## config.mk

```make
export PLATFORM = sky130hd
export DESIGN_NAME = srgc_merge
export DESIGN_NICKNAME = d
export VERILOG_FILES = /design/src/hw/rtl/srgc_pkg.sv /design/src/hw/rtl/srgc_merge.sv
export SDC_FILE = /design/constraint.sdc
export NUM_CORES = 1
export LEC_CHECK = 0
export CAP_MARGIN = 20
export CORE_MARGIN = 4
export CORE_UTILIZATION = 59
export DETAILED_ROUTE_END_ITERATION = 8
export DONT_BUFFER_PORTS = 1
export PLACE_DENSITY = 0.75
export SYNTH_ARGS = -nofsm -noshare
export SYNTH_HDL_FRONTEND = slang
export SYNTH_SLANG_ARGS = --single-unit
```

## constraint.sdc

```tcl
create_clock -name clk_i -period 1.79 [get_ports clk_i]
set_input_delay 0.358 -clock clk_i [delete_from_list [all_inputs] [get_ports clk_i]]
set_output_delay 0.358 -clock clk_i [all_outputs]
set_load 0.05 [all_outputs]
```

## src/hw/rtl/srgc_pkg.sv

```systemverilog
`timescale 1ns / 1ps
`default_nettype none
// ----------------------------------------------------------------------------
// srgc_pkg
// Shared types and constants of the stereo ramp gain / crossfade unit.
// ----------------------------------------------------------------------------
package srgc_pkg;

  // Fixed formats
  localparam int SAMPLE_W   = 24;                      // Q4.20 samples
  localparam int GAIN_W     = 18;                      // Q2.16 gains
  localparam int GAIN_FRAC  = 16;
  localparam int FRAMES_W   = 13;
  localparam int MODE_W     = 2;
  localparam int MAX_FRAMES = 4096;
  localparam int IDX_W      = 12;                      // run position
  localparam int STEP_W     = GAIN_W + 1;              // signed ramp step
  localparam int FADE_W     = GAIN_FRAC + 1;           // mix step, up to 1.0
  localparam int FADE_ONE   = 2 ** GAIN_FRAC;
  localparam int COEF_W     = GAIN_W;                  // unsigned lane coefficient

  // Lane arithmetic
  localparam int PROD_W     = SAMPLE_W + COEF_W + 1;
  localparam int SUM_W      = PROD_W + 1;
  localparam int RND_W      = SUM_W - GAIN_FRAC;
  localparam int ACC_W      = RND_W + 1;
  localparam int ROUND_HALF = 2 ** (GAIN_FRAC - 1);

  // Divider
  localparam int DIV_W      = GAIN_W;
  localparam int DIV_STEPS  = DIV_W;
  localparam int DIV_CNT_W  = $clog2(DIV_STEPS + 1);

  // Configuration port
  localparam int PADDR_W    = 4;
  localparam int PDATA_W    = 32;

  typedef enum logic [MODE_W-1:0] {
    MODE_COPY     = 2'd0,
    MODE_ADD      = 2'd1,
    MODE_FADE_OUT = 2'd2,
    MODE_FADE_IN  = 2'd3
  } mode_e;

  typedef enum logic [1:0] {
    REG_GAIN_START = 2'd0,
    REG_GAIN_END   = 2'd1,
    REG_FRAMES     = 2'd2,
    REG_MODE       = 2'd3
  } reg_idx_e;

  typedef struct packed {
    logic signed [SAMPLE_W-1:0] src_left;
    logic signed [SAMPLE_W-1:0] src_right;
    logic signed [SAMPLE_W-1:0] dest_left;
    logic signed [SAMPLE_W-1:0] dest_right;
  } in_t;

  typedef struct packed {
    logic signed [SAMPLE_W-1:0] out_left;
    logic signed [SAMPLE_W-1:0] out_right;
    logic                       saturated;
  } out_t;

  typedef struct packed {
    logic [COEF_W-1:0] src_coef;
    logic [COEF_W-1:0] dest_coef;
  } coef_t;

  typedef struct packed {
    logic start;
    logic take;
    logic add_dest;
  } lane_ctl_t;

  typedef struct packed {
    logic signed [SAMPLE_W-1:0] sample;
    logic                       sat;
  } lane_res_t;

endpackage
`default_nettype wire

```

## src/hw/rtl/srgc_merge.sv

```systemverilog
`timescale 1ns / 1ps
`default_nettype none
// ----------------------------------------------------------------------------
// srgc_merge
// Joins the two lane results into one output request and holds it.
// ----------------------------------------------------------------------------
module srgc_merge (
  input  logic                clk_i,
  input  logic                rst_ni,
  input  logic                in_valid_i,
  output logic                in_ready_o,
  input  srgc_pkg::lane_res_t left_i,
  input  srgc_pkg::lane_res_t right_i,
  output logic                out_valid_o,
  input  logic                out_ready_i,
  output srgc_pkg::out_t      out_data_o
);
  import srgc_pkg::*;

  logic out_valid_q;
  out_t out_q;
  logic load;

  assign in_ready_o = !out_valid_q || out_ready_i;
  assign load       = in_valid_i && in_ready_o;

  always_ff @(posedge clk_i or negedge rst_ni) begin
    if (!rst_ni) begin
      out_valid_q <= 1'b0;
    end else if (load) begin
      out_valid_q <= 1'b1;
    end else if (out_ready_i) begin
      out_valid_q <= 1'b0;
    end
  end

  always_ff @(posedge clk_i) begin
    if (load) begin
      out_q.out_left  <= left_i.sample;
      out_q.out_right <= right_i.sample;
      out_q.saturated <= left_i.sat | right_i.sat;
    end
  end

  assign out_valid_o = out_valid_q;
  assign out_data_o  = out_q;

endmodule
`default_nettype wire

```

Yosys cells after proc, flatten, opt, wreduce, memory -nomap -nowiden
Index checks and enable logic that the tools add are counted.
{"block": "word_totals", "word_cells": 11, "regBits": 50, "inputBits": 54, "out_inout_bits": 51}
{"block": "op_classes", "n_reduce_logical": 4, "muxes": 2, "bitwise": 1}
{"cell": "1-bit 2-to-1 mux", "count": 2}
{"cell": "2-bit nonzero test", "count": 1}
{"cell": "1-bit logical AND", "count": 1}
{"cell": "1-bit logical NOT", "count": 1}
{"cell": "1-bit logical OR", "count": 1}
{"cell": "1-bit OR", "count": 1}

Depth between registers and ports, before layout
Gate-level depths: netlist (run 1).
{"block": "depth", "word_depth": 4, "ltp_mapped": 2, "mapped_depth_nobuf": 2}

Least setup slack after synthesis (run 1)
Ideal clock, no wire load.
{"block": "synth_timing", "kind": "reg2reg", "from": "register out_valid_q, in the netlist out_valid_o", "to": "register out_q (netlist bit out_data_o[0]) (enable)", "stages_incl_launch_ff": 3, "arrival_time_ns": 1.320, "slack_ns": 0.102, "required_time_ns": 1.422, "cell_sequence": "dfrtp_1 -> nand2b_4 -> and2_4"}
{"block": "synth_via", "elab_chain_cells": 3}
{"item": "start, declared", "line": "srgc_merge.sv:20", "rtl": "logic out_valid_q;"}
{"item": "start signal, assigned", "line": "srgc_merge.sv:29", "rtl": "out_valid_q <= 1'b0;"}
{"item": "start signal, assigned", "line": "srgc_merge.sv:31", "rtl": "out_valid_q <= 1'b1;"}
{"item": "start signal, assigned", "line": "srgc_merge.sv:33", "rtl": "out_valid_q <= 1'b0;"}
{"item": "1-bit logical NOT", "line": "srgc_merge.sv:24", "rtl": "assign in_ready_o = !out_valid_q || out_ready_i;"}
{"item": "1-bit logical OR", "line": "srgc_merge.sv:24"}
{"item": "via in_ready_o", "line": "srgc_merge.sv:11", "rtl": "output logic in_ready_o,"}
{"item": "1-bit logical AND", "line": "srgc_merge.sv:25", "rtl": "assign load = in_valid_i && in_ready_o;"}
{"item": "via load", "line": "srgc_merge.sv:22", "rtl": "logic load;"}
{"item": "end, declared", "line": "srgc_merge.sv:21", "rtl": "out_t out_q;"}
The timed path passes the listed nets, and every way through them passes these cells.
A chain may end at the register's enable or synchronous reset.

Final worst setup path (run 1)
{"block": "layout_timing", "from": "register out_valid_q, in the netlist out_valid_o", "to": "output in_ready_o"}
{"block": "layout_via", "elab_chain_cells": 2}
{"item": "1-bit logical NOT", "line": "srgc_merge.sv:24"}
{"item": "1-bit logical OR", "line": "srgc_merge.sv:24"}
{"item": "end, declared", "line": "srgc_merge.sv:11"}
Every way passes these cells.

==> results of run 1 <==
[area by class of cell]
type	count	area share [%]
repair buffers	5	3.86
well taps	30	2.23
flip-flops and latches	50	88.9
multi-input cells	4	2.08
clock inverters	2	0.520
clock buffers	6	2.45
[Yosys cell counts]
cell,number,area [um2]
sky130_fd_sc_hd__and2_4,1,8.76
sky130_fd_sc_hd__edfxtp_1,49,1470
sky130_fd_sc_hd__dfrtp_1,1,25.0
sky130_fd_sc_hd__nand2b_4,1,13.8
sky130_fd_sc_hd__or2_2,1,6.26
sky130_fd_sc_hd__nand2b_1,1,6.26
[power by group through the flow]
stage / Combinational, W / Sequential (W) / Clock (W)
after CTS: 0.0000659 / 0.00160 / 0.000460
final: 0.0000651 / 0.00160 / 0.000436
after global routing: 0.0000695 / 0.00161 / 0.000519
after detailed placement: 0.0000640 / 0.00163 / 0
after global placement: 0.0000629 / 0.00163 / 0
after floorplan: 0.0000329 / 0.00162 / 0
[per-stage QoR]
step	cell area (um2)	hold slack, ns
after floorplan	1530	0.0624
after global placement	1620	0.0624
after detailed placement	1620	0.0625
after CTS	1680	0.0886
after global routing	1680	0.0701
final	1680	0.110
[kinds of logic after synthesis]
family and Yosys count:
AND/OR/NAND/NOR 4, flip-flops 50
[routing by layer]
metal | GRT usage (%) | part of all wire (%) | vias to the layer above
met1 | 12.9 | 30 | 249
met3 | 11.0 | 17 | 2
met2 | 20.5 | 52 | 58
met4 | 6.80 | 0.51 | 0
li1 | - | - | 238
met5 | 0 | 0 | -
[worst max-delay path, stage by stage, from the launching register on]
cell and delay [ns]:
sky130_fd_sc_hd__dfrtp_1 0.43, sky130_fd_sc_hd__nand2b_4 0.08, sky130_fd_sc_hd__buf_4 0.20
[repair_timing]
action / in CTS / in global routing
endpoints found under the setup margin: 0 / 0
hold buffers: 1 / 0
hold endpoints to repair: 1 / 0
[flip-flops by register name (all words and copies together) (netlist names)]
register     cells
out_valid_o      1
out_data_o      49
[how the worst min path moves through the flow]
stage,start,to,slack (ns),cells past startpoint
after floorplan,rst_ni,out_valid_o,0.06,0
after global placement,rst_ni,out_valid_o,0.06,0
after detailed placement,rst_ni,out_valid_o,0.06,0
after CTS,left_i[13],out_data_o[37],0.09,0
after global routing,left_i[9],out_data_o[33],0.07,0
final,left_i[13],out_data_o[37],0.11,0
[cell usage in the layout (no fill, tap or decap)]
master,instances
sky130_fd_sc_hd__nand2b_1,1
sky130_fd_sc_hd__nand2b_4,1
sky130_fd_sc_hd__clkinv_1,1
sky130_fd_sc_hd__buf_4,2
sky130_fd_sc_hd__clkbuf_4,5
sky130_fd_sc_hd__dlygate4sd3_1,1
sky130_fd_sc_hd__clkbuf_1,1
sky130_fd_sc_hd__dfrtp_1,1
sky130_fd_sc_hd__and2_4,1
sky130_fd_sc_hd__clkinv_2,1
sky130_fd_sc_hd__edfxtp_1,49
sky130_fd_sc_hd__buf_12,2
sky130_fd_sc_hd__or2_2,1
==> impl_metrics.prom, run 1 <==
# TYPE chip_impl_metric gauge
chip_impl_metric{name="floorplan.rows",unit=""} 18
chip_impl_metric{name="place.gp.congestion",unit=""} 0.597
chip_impl_metric{name="share_of_total_power_in_combinational_logic",unit="%"} 3.1
chip_impl_info{name="worstSetupStartpointType",value="register"} 1
chip_impl_metric{name="die_y",unit="um"} 59.0
chip_impl_metric{name="cp_data_required_time",unit="ns"} 1.43
chip_impl_metric{name="syn_inst",unit=""} 54
chip_impl_metric{name="post_cts.repair.setup_buffers",unit=""} 0
chip_impl_metric{name="globalRouteOverflowTotal",unit=""} 0
chip_impl_info{name="timing_worst_setup_path_type",value="register to output port"} 1
chip_impl_metric{name="share_clk_of_total_power",unit="%"} 20.8
chip_impl_metric{name="finalSetupViolCount",unit=""} 0
chip_impl_metric{name="portBuffers",unit=""} 0
chip_impl_info{name="rsz_0062_raised_after_global_routing",value="no"} 1
chip_impl_metric{name="detail_route.drc_violations",unit=""} 0
chip_impl_metric{name="cts-buffers-inserted",unit=""} 5
chip_impl_metric{name="final_hold_viol_count",unit=""} 0
chip_impl_metric{name="area_of_the_die",unit="um2"} 3480
chip_impl_metric{name="totalNegativeSetupSlack",unit="ns"} 0
chip_impl_metric{name="synthesis.yosys.warnings",unit=""} 0
chip_impl_metric{name="layout-drive-gt1-share",unit="%"} 19.4
chip_impl_metric{name="via_per_inst",unit=""} 5.64
chip_impl_metric{name="antennaDiodeCount",unit=""} 0
chip_impl_metric{name="synthesis.area_per_instance",unit="um2"} 28.4
chip_impl_metric{name="clk_transition_reported_paths",unit="ns"} 0.12
chip_impl_metric{name="number_of_nets_still_failing_antenna_checks_after_routing",unit=""} 0
chip_impl_metric{name="seq_area",unit="um2"} 1500
chip_impl_metric{name="worst-endpoint-arrival",unit="ns"} 1.03
chip_impl_metric{name="synth_compound_gate_area_share",unit="%"} 0
chip_impl_metric{name="max_cap_viol_count",unit=""} 0
chip_impl_metric{name="finalNetCount",unit=""} 120
chip_impl_metric{name="fin_worst_skew",unit="ns"} 0.00313
chip_impl_metric{name="cellPowerDensity",unit="nW/um2"} 1250
chip_impl_metric{name="clkLatencyLatePin",unit="ns"} 0.33
chip_impl_metric{name="core_region_area",unit="um2"} 2480
chip_impl_info{name="r2r_start",value="out_valid_o"} 1
chip_impl_metric{name="h_tree_depth",unit=""} 2
chip_impl_metric{name="via_count_of_the_first_global_routing_pass",unit=""} 547
chip_impl_metric{name="xor_xnor_cell_area_share_of_the_yosys_netlist",unit="%"} 0
chip_impl_metric{name="period_needed",unit="ns"} 1.39
chip_impl_metric{name="nFillCells",unit=""} 156
chip_impl_info{name="worst_setup_path_start",value="out_valid_o"} 1
chip_impl_metric{name="routed_wire_length_per_instance",unit="um"} 24.3
chip_impl_info{name="status",value="complete, no violations"} 1
chip_impl_metric{name="max_clock_freq",unit="GHz"} 0.718
chip_impl_metric{name="worst-slew-pin-transition",unit="ns"} 0.496
chip_impl_metric{name="grt_use_total",unit="%"} 13.5
chip_impl_info{name="synth_top_family_by_area",value="simple AND/OR/NAND/NOR gates"} 1
chip_impl_metric{name="p_total",unit="W"} 0.00210
chip_impl_metric{name="seqPwrFrac",unit="%"} 76.1
chip_impl_metric{name="multi_input_area",unit="um2"} 35.0
chip_impl_metric{name="dp_worst_setup_slack",unit="ns"} 0.669
chip_impl_metric{name="synth_sequential_area_ratio",unit="%"} 97.7
chip_impl_metric{name="number_of_clock_sinks",unit=""} 50
chip_impl_metric{name="worst-r2r-cell-count",unit=""} 3
chip_impl_metric{name="post_synth_and_or_nand_nor_area_fraction",unit="%"} 2.29
chip_impl_info{name="worst_r2r_end",value="out_data_o[44]"} 1
chip_impl_metric{name="cts_buffer_depth",unit=""} 2
chip_impl_metric{name="synthToLayoutAreaGrowth",unit="%"} 9.97
chip_impl_metric{name="num_io_pins",unit=""} 105
chip_impl_metric{name="antenna_found_initial",unit=""} 0
chip_impl_metric{name="grt_pass1_wl",unit="mm"} 3.17
chip_impl_metric{name="sw_frac_of_total",unit="%"} 26.8
chip_impl_metric{name="routed-via-count",unit=""} 547
chip_impl_metric{name="netlist_area",unit="um2"} 1530
chip_impl_metric{name="placed_cells",unit=""} 88
chip_impl_metric{name="post-route-worst-setup-slack",unit="ns"} 0.398
chip_impl_metric{name="first_pass_iters",unit=""} 2
chip_impl_info{name="clk_root_buffer_cell",value="sky130_fd_sc_hd__clkbuf_4"} 1
chip_impl_metric{name="power_switching",unit="W"} 0.000563
chip_impl_info{name="tritoncts",value="built"} 1
chip_impl_metric{name="final_util",unit="%"} 68.0
chip_impl_metric{name="floorplan.initialDensity",unit="%"} 61.8
chip_impl_metric{name="synthDistinctLibCells",unit=""} 6
chip_impl_info{name="cp_capture_type",value="output port"} 1
chip_impl_metric{name="min_period_over_period",unit="%"} 77.8
chip_impl_metric{name="timing.critical_path.fanout_max",unit=""} 2
chip_impl_info{name="timing.critical_path.to",value="in_ready_o"} 1
chip_impl_metric{name="mappedNetlistNets",unit=""} 108
chip_impl_metric{name="drv_slew",unit=""} 0
chip_impl_metric{name="dieWidth",unit="um"} 59.0
chip_impl_metric{name="synth-adder-area-share",unit="%"} 0
chip_impl_info{name="path_class_of_the_lowest_slack_min_delay_path",value="input pin to register"} 1
chip_impl_metric{name="post_cts_resize_count",unit=""} 0
chip_impl_metric{name="synthMuxAreaShare",unit="%"} 0
chip_impl_metric{name="reg2reg_slack",unit="ns"} 0.66
chip_impl_metric{name="final_cells",unit=""} 97
chip_impl_metric{name="slew-limit-headroom",unit="%"} 67.0
chip_impl_metric{name="final_wirelength",unit="mm"} 2.35
chip_impl_metric{name="power.internal",unit="W"} 0.00154
chip_impl_metric{name="synth_seq_cells",unit=""} 50
chip_impl_metric{name="first_iter_violations",unit=""} 8
chip_impl_metric{name="static-leakage-power",unit="nW"} 0.556
chip_impl_metric{name="ir_worst_vdd",unit="uV"} 965
chip_impl_metric{name="grt_max_degree",unit=""} 26
Note: power is estimated with default switching activity, not from simulation.
==> run 2: changes to the inputs <==
--- a/config.mk
+++ b/config.mk
@@ -5,12 +5,13 @@
 export SDC_FILE = /design/constraint.sdc
 export NUM_CORES = 1
 export LEC_CHECK = 0
+export ABC_AREA = 1
 export CAP_MARGIN = 20
 export CORE_MARGIN = 4
-export CORE_UTILIZATION = 59
+export CORE_UTILIZATION = 53
 export DETAILED_ROUTE_END_ITERATION = 8
 export DONT_BUFFER_PORTS = 1
-export PLACE_DENSITY = 0.75
+export PLACE_DENSITY = 0.71
 export SYNTH_ARGS = -nofsm -noshare
 export SYNTH_HDL_FRONTEND = slang
 export SYNTH_SLANG_ARGS = --single-unit
==> constraint.sdc (replaced) <==
create_clock -name clk_i -period 1.1 [get_ports clk_i]
set_input_delay 0.22 -clock clk_i [delete_from_list [all_inputs] [get_ports clk_i]]
set_output_delay 0.22 -clock clk_i [all_outputs]
set_load 0.05 [all_outputs]
==> run 2 against run 1 <==
Effect of this change: area after synthesis down 0.57%; synthesized cell count rose by 3.7%; the run now fails in clock tree synthesis (4_1_cts).
==> impl_metrics.prom, run 2 <==
# TYPE chip_impl_metric gauge
chip_impl_metric{name="synthMuxAreaShare",unit="%"} 0
chip_impl_metric{name="floorplan.rows",unit=""} 19
chip_impl_metric{name="synth.top_cell.area_share",unit="%"} 96.6
chip_impl_metric{name="synth_sequential_area_ratio",unit="%"} 98.3
chip_impl_metric{name="die_y",unit="um"} 61.6
chip_impl_metric{name="xor_xnor_cell_area_share_of_the_yosys_netlist",unit="%"} 0
chip_impl_metric{name="post_cts_resize_count",unit=""} 58
chip_impl_metric{name="floorplan.initialDensity",unit="%"} 55.2
chip_impl_metric{name="dpl.hpwl",unit="mm"} 2.05
chip_impl_metric{name="placed_area",unit="um2"} 2000
chip_impl_info{name="synth.top_cells.by_count",value="49 x sky130_fd_sc_hd__edfxtp_1, 2 x sky130_fd_sc_hd__inv_1, 2 x sky130_fd_sc_hd__nand2_1"} 1
chip_impl_info{name="synth_flop_cell",value="sky130_fd_sc_hd__edfxtp_1"} 1
chip_impl_metric{name="synthesis.area_per_instance",unit="um2"} 27.2
chip_impl_metric{name="num_io_pins",unit=""} 105
chip_impl_info{name="error_that_halted_the_flow",value="[ERROR DPL-0038] Utilization greater than 100%, impossible to legalize"} 1
chip_impl_info{name="status",value="aborted with a tool error"} 1
chip_impl_metric{name="mappedNetlistNets",unit=""} 110
chip_impl_info{name="synth_top_family_by_area",value="simple AND/OR/NAND/NOR gates"} 1
chip_impl_info{name="yosys.cell_count.top_type",value="sky130_fd_sc_hd__edfxtp_1"} 1
chip_impl_metric{name="netlist_area",unit="um2"} 1520
chip_impl_metric{name="synth_edf_count",unit=""} 49
chip_impl_info{name="synthTopCellsByArea",value="sky130_fd_sc_hd__edfxtp_1 97%, sky130_fd_sc_hd__dfrtp_1 1.6%, sky130_fd_sc_hd__inv_1 0.49%, sky130_fd_sc_hd__nand2_1 0.49%, sky130_fd_sc_hd__or2_1 0.41%"} 1
chip_impl_metric{name="synthDistinctLibCells",unit=""} 6
chip_impl_metric{name="synth_seq_cells",unit=""} 50
chip_impl_metric{name="portBuffers",unit=""} 0
chip_impl_metric{name="post_synth_and_or_nand_nor_area_fraction",unit="%"} 0.904
chip_impl_metric{name="post_cts.repair.setup_buffers",unit=""} 7
chip_impl_metric{name="synth_compound_gate_area_share",unit="%"} 0.329
chip_impl_metric{name="count_of_hold_fix_buffers_inserted_at_cts",unit=""} 50
chip_impl_metric{name="synth-adder-area-share",unit="%"} 0
chip_impl_info{name="post-synth-top-area-cell",value="sky130_fd_sc_hd__edfxtp_1"} 1
chip_impl_info{name="stop_stage",value="clock tree synthesis (4_1_cts)"} 1
chip_impl_metric{name="cts-buffers-inserted",unit=""} 5
chip_impl_info{name="clk_root_buffer_cell",value="sky130_fd_sc_hd__clkbuf_4"} 1
chip_impl_metric{name="number_of_clock_sinks",unit=""} 50
chip_impl_metric{name="syn_inst",unit=""} 56
chip_impl_metric{name="place.gp.congestion",unit=""} 0.638
chip_impl_metric{name="async_reset_ff_share",unit="%"} 2.00
chip_impl_metric{name="cts_buffer_depth",unit=""} 2
chip_impl_metric{name="dieWidth",unit="um"} 61.6
chip_impl_metric{name="dp_worst_setup_slack",unit="ns"} -0.0255
chip_impl_metric{name="h_tree_depth",unit=""} 2
chip_impl_metric{name="placed_cells",unit=""} 141
chip_impl_metric{name="synthesis.yosys.warnings",unit=""} 0
[run 2: logic make-up after synthesis]
logic type | after synthesis
AOI/OAI and AO/OA | 1
buffers and inverters | 2
DFF | 50
and+or+nand+nor | 3
[run 2: through the flow]
stage / util, % / TNS, ns
floorplan: - / -35.72
detailed placement: 72.7 / -0.919
global placement: 72.7 / -0.0274
==> run 3: changes to the inputs <==
--- a/config.mk
+++ b/config.mk
@@ -8,10 +8,10 @@
 export ABC_AREA = 1
 export CAP_MARGIN = 20
 export CORE_MARGIN = 4
-export CORE_UTILIZATION = 53
+export CORE_UTILIZATION = 40
 export DETAILED_ROUTE_END_ITERATION = 8
 export DONT_BUFFER_PORTS = 1
-export PLACE_DENSITY = 0.71
+export PLACE_DENSITY_LB_ADDON = 0.15
 export SYNTH_ARGS = -nofsm -noshare
 export SYNTH_HDL_FRONTEND = slang
 export SYNTH_SLANG_ARGS = --single-unit
==> constraint.sdc (replaced) <==
create_clock -name clk_i -period 1.43 [get_ports clk_i]
set_input_delay 0.286 -clock clk_i [delete_from_list [all_inputs] [get_ports clk_i]]
set_output_delay 0.286 -clock clk_i [all_outputs]
set_load 0.05 [all_outputs]
==> run 3 against run 2 <==
Effect of this change: the flow now finishes without violations; area after synthesis is the same; synthesized cell count is the same.
==> impl_metrics.prom, run 3 <==
# TYPE chip_impl_metric gauge
chip_impl_metric{name="grt_use_total",unit="%"} 10.6
chip_impl_metric{name="largest_register_ff_count",unit=""} 49
chip_impl_metric{name="wirelength_met1",unit="um"} 899
chip_impl_metric{name="synth_sequential_area_ratio",unit="%"} 98.3
chip_impl_metric{name="totalNegativeSetupSlack",unit="ns"} 0
chip_impl_metric{name="netlist_area",unit="um2"} 1520
chip_impl_info{name="dr.max_layer_used",value="met4"} 1
chip_impl_metric{name="routed-via-count",unit=""} 580
chip_impl_info{name="status",value="complete, no violations"} 1
chip_impl_metric{name="final_cells",unit=""} 117
chip_impl_metric{name="seq_area",unit="um2"} 1500
chip_impl_metric{name="critical_path.n_buffers_inverters",unit=""} 1
chip_impl_info{name="timing_worst_setup_path_type",value="register to output port"} 1
chip_impl_metric{name="post_cts_resize_count",unit=""} 0
chip_impl_metric{name="antenna_found_initial",unit=""} 0
chip_impl_metric{name="cp_data_required_time",unit="ns"} 1.14
chip_impl_info{name="synth_flop_cell",value="sky130_fd_sc_hd__edfxtp_1"} 1
chip_impl_metric{name="dpl.hpwl",unit="mm"} 1.99
chip_impl_info{name="post-synth-top-area-cell",value="sky130_fd_sc_hd__edfxtp_1"} 1
chip_impl_info{name="mostFrequentLayoutCells",value="49 x sky130_fd_sc_hd__edfxtp_1, 5 x sky130_fd_sc_hd__clkbuf_8"} 1
chip_impl_metric{name="detail_route.drc_violations",unit=""} 0
chip_impl_metric{name="synthesis.area_per_instance",unit="um2"} 27.2
chip_impl_metric{name="dieWidth",unit="um"} 69.7
chip_impl_metric{name="floorplan.initialDensity",unit="%"} 41.6
chip_impl_info{name="crit_family",value="flip-flops"} 1
chip_impl_metric{name="die_y",unit="um"} 69.7
chip_impl_metric{name="count_of_hold_fix_buffers_inserted_at_cts",unit=""} 1
chip_impl_info{name="worstSetupStartpointType",value="register"} 1
chip_impl_metric{name="synth.top_cell.area_share",unit="%"} 96.6
chip_impl_metric{name="multi_input_area",unit="um2"} 30.0
chip_impl_info{name="path_class_of_the_lowest_slack_min_delay_path",value="input pin to register"} 1
chip_impl_metric{name="clkLatencyLatePin",unit="ns"} 0.29
chip_impl_metric{name="critical-path-max-stage-delay",unit="ns"} 0.43
chip_impl_metric{name="area_of_the_die",unit="um2"} 4860
chip_impl_metric{name="synth_edf_count",unit=""} 49
chip_impl_info{name="clk_root_buffer_cell",value="sky130_fd_sc_hd__clkbuf_8"} 1
chip_impl_metric{name="mappedNetlistNets",unit=""} 110
chip_impl_metric{name="worst-endpoint-arrival",unit="ns"} 0.99
chip_impl_metric{name="routed-wl-met3",unit="um"} 366
chip_impl_info{name="crit_chain",value="nand2_1 > buf_4"} 1
chip_impl_info{name="yosys.cell_count.top_type",value="sky130_fd_sc_hd__edfxtp_1"} 1
chip_impl_metric{name="first_pass_iters",unit=""} 2
chip_impl_metric{name="nFillCells",unit=""} 294
chip_impl_info{name="slowest_cell_on_crit_path",value="sky130_fd_sc_hd__dfrtp_2"} 1
chip_impl_metric{name="number_of_clock_sinks",unit=""} 50
chip_impl_metric{name="place.gp.congestion",unit=""} 0.637
chip_impl_metric{name="worst-slew-pin-transition",unit="ns"} 0.498
chip_impl_metric{name="slew-limit-headroom",unit="%"} 66.9
chip_impl_metric{name="finalSetupViolCount",unit=""} 0
chip_impl_metric{name="grt_max_degree",unit=""} 26
chip_impl_metric{name="final_wirelength",unit="mm"} 2.60
chip_impl_metric{name="syn_inst",unit=""} 56
chip_impl_metric{name="drv_slew",unit=""} 0
chip_impl_metric{name="max_clock_freq",unit="GHz"} 0.781
chip_impl_info{name="mostFrequentLayoutCell",value="sky130_fd_sc_hd__edfxtp_1"} 1
chip_impl_metric{name="met2WireLength",unit="mm"} 1.30
chip_impl_metric{name="fin_worst_skew",unit="ns"} 0.00737
chip_impl_metric{name="synth_seq_cells",unit=""} 50
chip_impl_metric{name="portBuffers",unit=""} 0
chip_impl_metric{name="globalRouteOverflowTotal",unit=""} 0
chip_impl_metric{name="via_count_of_the_first_global_routing_pass",unit=""} 604
chip_impl_info{name="synthTopCellsByArea",value="sky130_fd_sc_hd__edfxtp_1 97%, sky130_fd_sc_hd__dfrtp_1 1.6%, sky130_fd_sc_hd__inv_1 0.49%, sky130_fd_sc_hd__nand2_1 0.49%, sky130_fd_sc_hd__or2_1 0.41%"} 1
chip_impl_info{name="cp_capture_type",value="output port"} 1
chip_impl_metric{name="period_needed",unit="ns"} 1.28
chip_impl_metric{name="timing.critical_path.fanout_max",unit=""} 3
chip_impl_metric{name="layout-drive-gt1-share",unit="%"} 17.4
chip_impl_metric{name="final_hold_viol_count",unit=""} 0
chip_impl_metric{name="number_of_nets_still_failing_antenna_checks_after_routing",unit=""} 0
chip_impl_metric{name="clk_transition_reported_paths",unit="ns"} 0.09
chip_impl_metric{name="h_tree_depth",unit=""} 2
chip_impl_metric{name="finalNetCount",unit=""} 122
chip_impl_metric{name="async_reset_ff_share",unit="%"} 2.00
chip_impl_metric{name="cts-buffers-inserted",unit=""} 5
chip_impl_metric{name="cellPowerDensity",unit="nW/um2"} 1630
chip_impl_metric{name="num_io_pins",unit=""} 105
chip_impl_metric{name="max_cap_viol_count",unit=""} 0
chip_impl_metric{name="ir_worst_vdd",unit="uV"} 753
chip_impl_metric{name="synthesis.yosys.warnings",unit=""} 0
chip_impl_metric{name="first_iter_violations",unit=""} 17
chip_impl_metric{name="reg2reg_slack",unit="ns"} 0.30
chip_impl_metric{name="antennaDiodeCount",unit=""} 0
chip_impl_metric{name="core_region_area",unit="um2"} 3660
chip_impl_metric{name="cts_buffer_depth",unit=""} 2
chip_impl_metric{name="via_per_inst",unit=""} 4.96
chip_impl_metric{name="synthDistinctLibCells",unit=""} 6
chip_impl_metric{name="static-leakage-power",unit="nW"} 0.571
chip_impl_info{name="synth.top_cells.by_count",value="49 x sky130_fd_sc_hd__edfxtp_1, 2 x sky130_fd_sc_hd__inv_1, 2 x sky130_fd_sc_hd__nand2_1"} 1
chip_impl_metric{name="floorplan.rows",unit=""} 22
chip_impl_metric{name="routed_wire_length_per_instance",unit="um"} 22.2
chip_impl_info{name="rsz_0062_raised_after_global_routing",value="no"} 1
chip_impl_metric{name="grt_pass1_wl",unit="mm"} 3.64
chip_impl_metric{name="synthToLayoutAreaGrowth",unit="%"} 14.4
chip_impl_info{name="tritoncts",value="built"} 1
chip_impl_metric{name="post_cts.repair.setup_buffers",unit=""} 0
chip_impl_metric{name="min_period_over_period",unit="%"} 89.5
chip_impl_metric{name="placed_cells",unit=""} 108
[run 3: cell counts after synthesis]
No cell type changed its count.
[run 3: path summary, 6_finish.rpt]
check                             from        endpoint  cells after the start
max in group asynchronous       rst_ni     out_valid_o                      1
hold / removal             right_i[13]  out_data_o[13]                      0
setup reg to reg           out_valid_o  out_data_o[17]                      2
hold reg to reg            out_valid_o     out_valid_o                      3
setup / recovery           out_valid_o      in_ready_o                      2
min in group asynchronous       rst_ni     out_valid_o                      1
[run 3: logic make-up (layout without fill, tap and decap cells)]
family | count (synthesis) | after routing | share of synthesized area, %
AND/OR/NAND/NOR | 3 | 3 | 0.904
buffers and inverters | 2 | 15 | 0.493
AO/OA/AOI/OAI | 1 | 1 | 0.328
flip-flops | 50 | 50 | 98.3
[run 3: power by group]
part           internal [W]  switching (W)
Sequential          0.00171       0.000291
Clock              0.000336       0.000409
Combinational     0.0000253      0.0000559
[run 3: cell type report]
cell class              count  share of cell area (%)
flip-flops and latches     50                    86.0
repair buffers              5                    3.74
well taps                  48                    3.45
multi-input cells           4                    1.72
inverters                   2                   0.431
clock buffers               6                    4.17
clock inverters             2                   0.503
[run 3: worst reg2reg max path: stages, from the launching register on]
cell and delay, ns:
sky130_fd_sc_hd__dfrtp_2 0.43, sky130_fd_sc_hd__a21oi_4 0.20, sky130_fd_sc_hd__buf_12 0.21
[run 3: per-layer routing]
metal / global-route usage, % / vias up
met3: 8.41 / 4
met2: 17.6 / 67
met5: 0 / -
met1: 9.28 / 269
li1: - / 240
met4: 4.47 / 0
[run 3: metrics by stage]
step	total power, W	util (%)	instance area, um2	setup WS [ns]	hold slack (ns)
2_1_floorplan	0.00207	-	1540	-0.397	-0.00959
5_1_grt	0.00293	47.6	1740	0.0888	0.0605
3_3_place_gp	0.00212	45.1	1650	0.314	-0.00955
6_report	0.00283	47.6	1740	0.150	0.0817
3_5_place_dp	0.00212	45.1	1650	0.296	-0.00955
4_1_cts	0.00288	47.6	1740	0.131	0.0696
==> run 4: changes to the inputs <==
--- a/config.mk
+++ b/config.mk
@@ -5,7 +5,6 @@
 export SDC_FILE = /design/constraint.sdc
 export NUM_CORES = 1
 export LEC_CHECK = 0
-export ABC_AREA = 1
 export CAP_MARGIN = 20
 export CORE_MARGIN = 4
 export CORE_UTILIZATION = 40
==> run 4 against run 3 <==
Effect of this change: clock skew is essentially flat; first-iteration DRC count rose to 3.4 times the previous value; critical path depth unchanged; final area increased by 1.3%; flip-flop and latch count unchanged; highest routed layer unchanged.
==> impl_metrics.prom, run 4 (synthesis gave the netlist of run 1 again) <==
# TYPE chip_impl_metric gauge
chip_impl_metric{name="finalSetupViolCount",unit=""} 0
chip_impl_metric{name="core_region_area",unit="um2"} 3690
chip_impl_metric{name="post_cts.repair.setup_buffers",unit=""} 0
chip_impl_metric{name="timing.critical_path.fanout_max",unit=""} 2
chip_impl_metric{name="antennaDiodeCount",unit=""} 0
chip_impl_metric{name="final_util",unit="%"} 47.8
chip_impl_metric{name="ir_worst_vdd",unit="uV"} 758
chip_impl_metric{name="floorplan.initialDensity",unit="%"} 41.5
chip_impl_metric{name="number_of_clock_sinks",unit=""} 50
chip_impl_info{name="mostFrequentLayoutCells",value="49 x sky130_fd_sc_hd__edfxtp_1, 5 x sky130_fd_sc_hd__clkbuf_8, 2 x sky130_fd_sc_hd__clkbuf_1, 2 x sky130_fd_sc_hd__buf_12, 2 x sky130_fd_sc_hd__buf_4"} 1
chip_impl_info{name="r2r_start",value="out_valid_o"} 1
chip_impl_metric{name="multi_input_area",unit="um2"} 35.0
chip_impl_metric{name="clkLatencyLatePin",unit="ns"} 0.29
chip_impl_metric{name="floorplan.rows",unit=""} 22
chip_impl_metric{name="worst-slew-pin-transition",unit="ns"} 0.497
chip_impl_metric{name="h_tree_depth",unit=""} 2
chip_impl_metric{name="globalRouteOverflowTotal",unit=""} 0
chip_impl_metric{name="first_pass_iters",unit=""} 3
chip_impl_metric{name="portBuffers",unit=""} 0
chip_impl_metric{name="max_cap_viol_count",unit=""} 0
chip_impl_info{name="worstSetupStartpointType",value="register"} 1
chip_impl_metric{name="final_cells",unit=""} 115
chip_impl_info{name="rsz_0062_raised_after_global_routing",value="no"} 1
chip_impl_metric{name="slew-limit-headroom",unit="%"} 66.9
chip_impl_metric{name="count_of_hold_fix_buffers_inserted_at_cts",unit=""} 1
chip_impl_metric{name="dp_worst_setup_slack",unit="ns"} 0.290
chip_impl_metric{name="final_wirelength",unit="mm"} 2.62
chip_impl_metric{name="seq_area",unit="um2"} 1500
chip_impl_metric{name="detail_route.drc_violations",unit=""} 0
chip_impl_metric{name="grt_use_total",unit="%"} 10.7
chip_impl_metric{name="synthToLayoutAreaGrowth",unit="%"} 15.2
chip_impl_metric{name="post_cts_resize_count",unit=""} 0
chip_impl_metric{name="largest_register_ff_count",unit=""} 49
chip_impl_metric{name="finalNetCount",unit=""} 120
chip_impl_info{name="path_class_of_the_lowest_slack_min_delay_path",value="input pin to register"} 1
chip_impl_metric{name="drv_slew",unit=""} 0
chip_impl_metric{name="period_needed",unit="ns"} 1.26
chip_impl_metric{name="area_of_the_die",unit="um2"} 4880
chip_impl_info{name="hold-path-endpoint",value="out_data_o[21]"} 1
chip_impl_metric{name="worst_hold_path.num_cells",unit=""} 0
chip_impl_metric{name="final_hold_viol_count",unit=""} 0
chip_impl_info{name="cp_capture_type",value="output port"} 1
chip_impl_metric{name="number_of_nets_still_failing_antenna_checks_after_routing",unit=""} 0
chip_impl_metric{name="cellPowerDensity",unit="nW/um2"} 1710
chip_impl_info{name="status",value="complete, no violations"} 1
chip_impl_metric{name="clk_transition_reported_paths",unit="ns"} 0.08
chip_impl_metric{name="max_clock_freq",unit="GHz"} 0.793
chip_impl_metric{name="antenna_found_initial",unit=""} 0
chip_impl_metric{name="worst-r2r-cell-count",unit=""} 3
chip_impl_info{name="timing.hold.worst.start",value="right_i[21]"} 1
chip_impl_info{name="clk_root_buffer_cell",value="sky130_fd_sc_hd__clkbuf_8"} 1
chip_impl_metric{name="place.gp.congestion",unit=""} 0.653
chip_impl_metric{name="cts-buffers-inserted",unit=""} 5
chip_impl_metric{name="routed-via-count",unit=""} 572
chip_impl_metric{name="via_per_inst",unit=""} 4.97
chip_impl_metric{name="placed_cells",unit=""} 106
chip_impl_info{name="mostFrequentLayoutCell",value="sky130_fd_sc_hd__edfxtp_1"} 1
chip_impl_metric{name="via_count_of_the_first_global_routing_pass",unit=""} 621
chip_impl_metric{name="layout-drive-gt1-share",unit="%"} 20.9
chip_impl_metric{name="grt_max_degree",unit=""} 28
chip_impl_info{name="timing_worst_setup_path_type",value="register to output port"} 1
chip_impl_metric{name="num_io_pins",unit=""} 105
chip_impl_metric{name="worst-endpoint-arrival",unit="ns"} 0.98
chip_impl_metric{name="die_y",unit="um"} 69.9
chip_impl_metric{name="first_iter_violations",unit=""} 57
chip_impl_info{name="worst_setup_path_start",value="out_valid_o"} 1
chip_impl_metric{name="dieWidth",unit="um"} 69.9
chip_impl_metric{name="reg2reg_slack",unit="ns"} 0.29
chip_impl_metric{name="min_period_over_period",unit="%"} 88.2
chip_impl_metric{name="p_total",unit="W"} 0.00302
chip_impl_metric{name="cts_buffer_depth",unit=""} 2
chip_impl_metric{name="routed_wire_length_per_instance",unit="um"} 22.8
chip_impl_metric{name="cp_data_required_time",unit="ns"} 1.14
chip_impl_metric{name="fin_worst_skew",unit="ns"} 0.00739
chip_impl_metric{name="static-leakage-power",unit="nW"} 0.578
chip_impl_metric{name="post-route-worst-setup-slack",unit="ns"} 0.168
chip_impl_info{name="tritoncts",value="built"} 1
chip_impl_metric{name="nFillCells",unit=""} 311
chip_impl_info{name="worst_r2r_end",value="out_data_o[33]"} 1
chip_impl_metric{name="grt_pass1_wl",unit="mm"} 3.71
## run 4: cell types whose count changed in the layout (fill, tap and decap cells not counted), sizes merged
cell,delta
a21oi,-1
nand2b,+2
inv,-2
and2,+1
bufinv,+1
nand2,-2
clkbuf,+1
clkinv,-2
## run 4: cell type report
class                   instances  share of cell area (%)
flip-flops and latches         50                    84.9
clock inverters                 1                    1.70
well taps                      48                    3.40
clock buffers                   7                    4.33
repair buffers                  5                    3.69
multi-input cells               4                    1.99
## run 4: worst max-delay path by stage
| stage | endpoint | slack, ns |
|---|---|---|
| global placement | out_data_o[48] | 0.30 |
| CTS | in_ready_o | 0.15 |
| detailed placement | out_data_o[48] | 0.29 |
| floorplan | out_data_o[0] | -0.15 |
| global route | in_ready_o | 0.12 |
| finish | in_ready_o | 0.17 |
## run 4: report_power, final
group | internal [W] | total [W] | switching [W]
logic | 0.0000286 | 0.0000828 | 0.0000543
registers | 0.00171 | 0.00200 | 0.000291
clock network | 0.000523 | 0.000931 | 0.000408
total | 0.00226 | 0.00302 | 0.000754
## run 4: layer usage
layer	global-route usage, %	vias to the layer above	wire length (um)
met5	0	-	0
met4	5.11	0	50
met3	9.21	6	376
met2	16.2	60	1310
met1	10.1	271	877
li1	-	235	-
## run 4: critical path: stages (launching register included)
cell and delay (ns):
sky130_fd_sc_hd__dfrtp_2 0.42, sky130_fd_sc_hd__nand2b_4 0.07, sky130_fd_sc_hd__buf_4 0.19
## run 4: metrics by stage
step                instance area (um2)  TNS, ns  hold slack, ns
floorplan                          1530    -7.21        -0.00959
global placement                   1650        0        -0.00955
detailed placement                 1650        0        -0.00954
CTS                                1760        0          0.0681
global route                       1760        0          0.0533
finish                             1760        0          0.0810
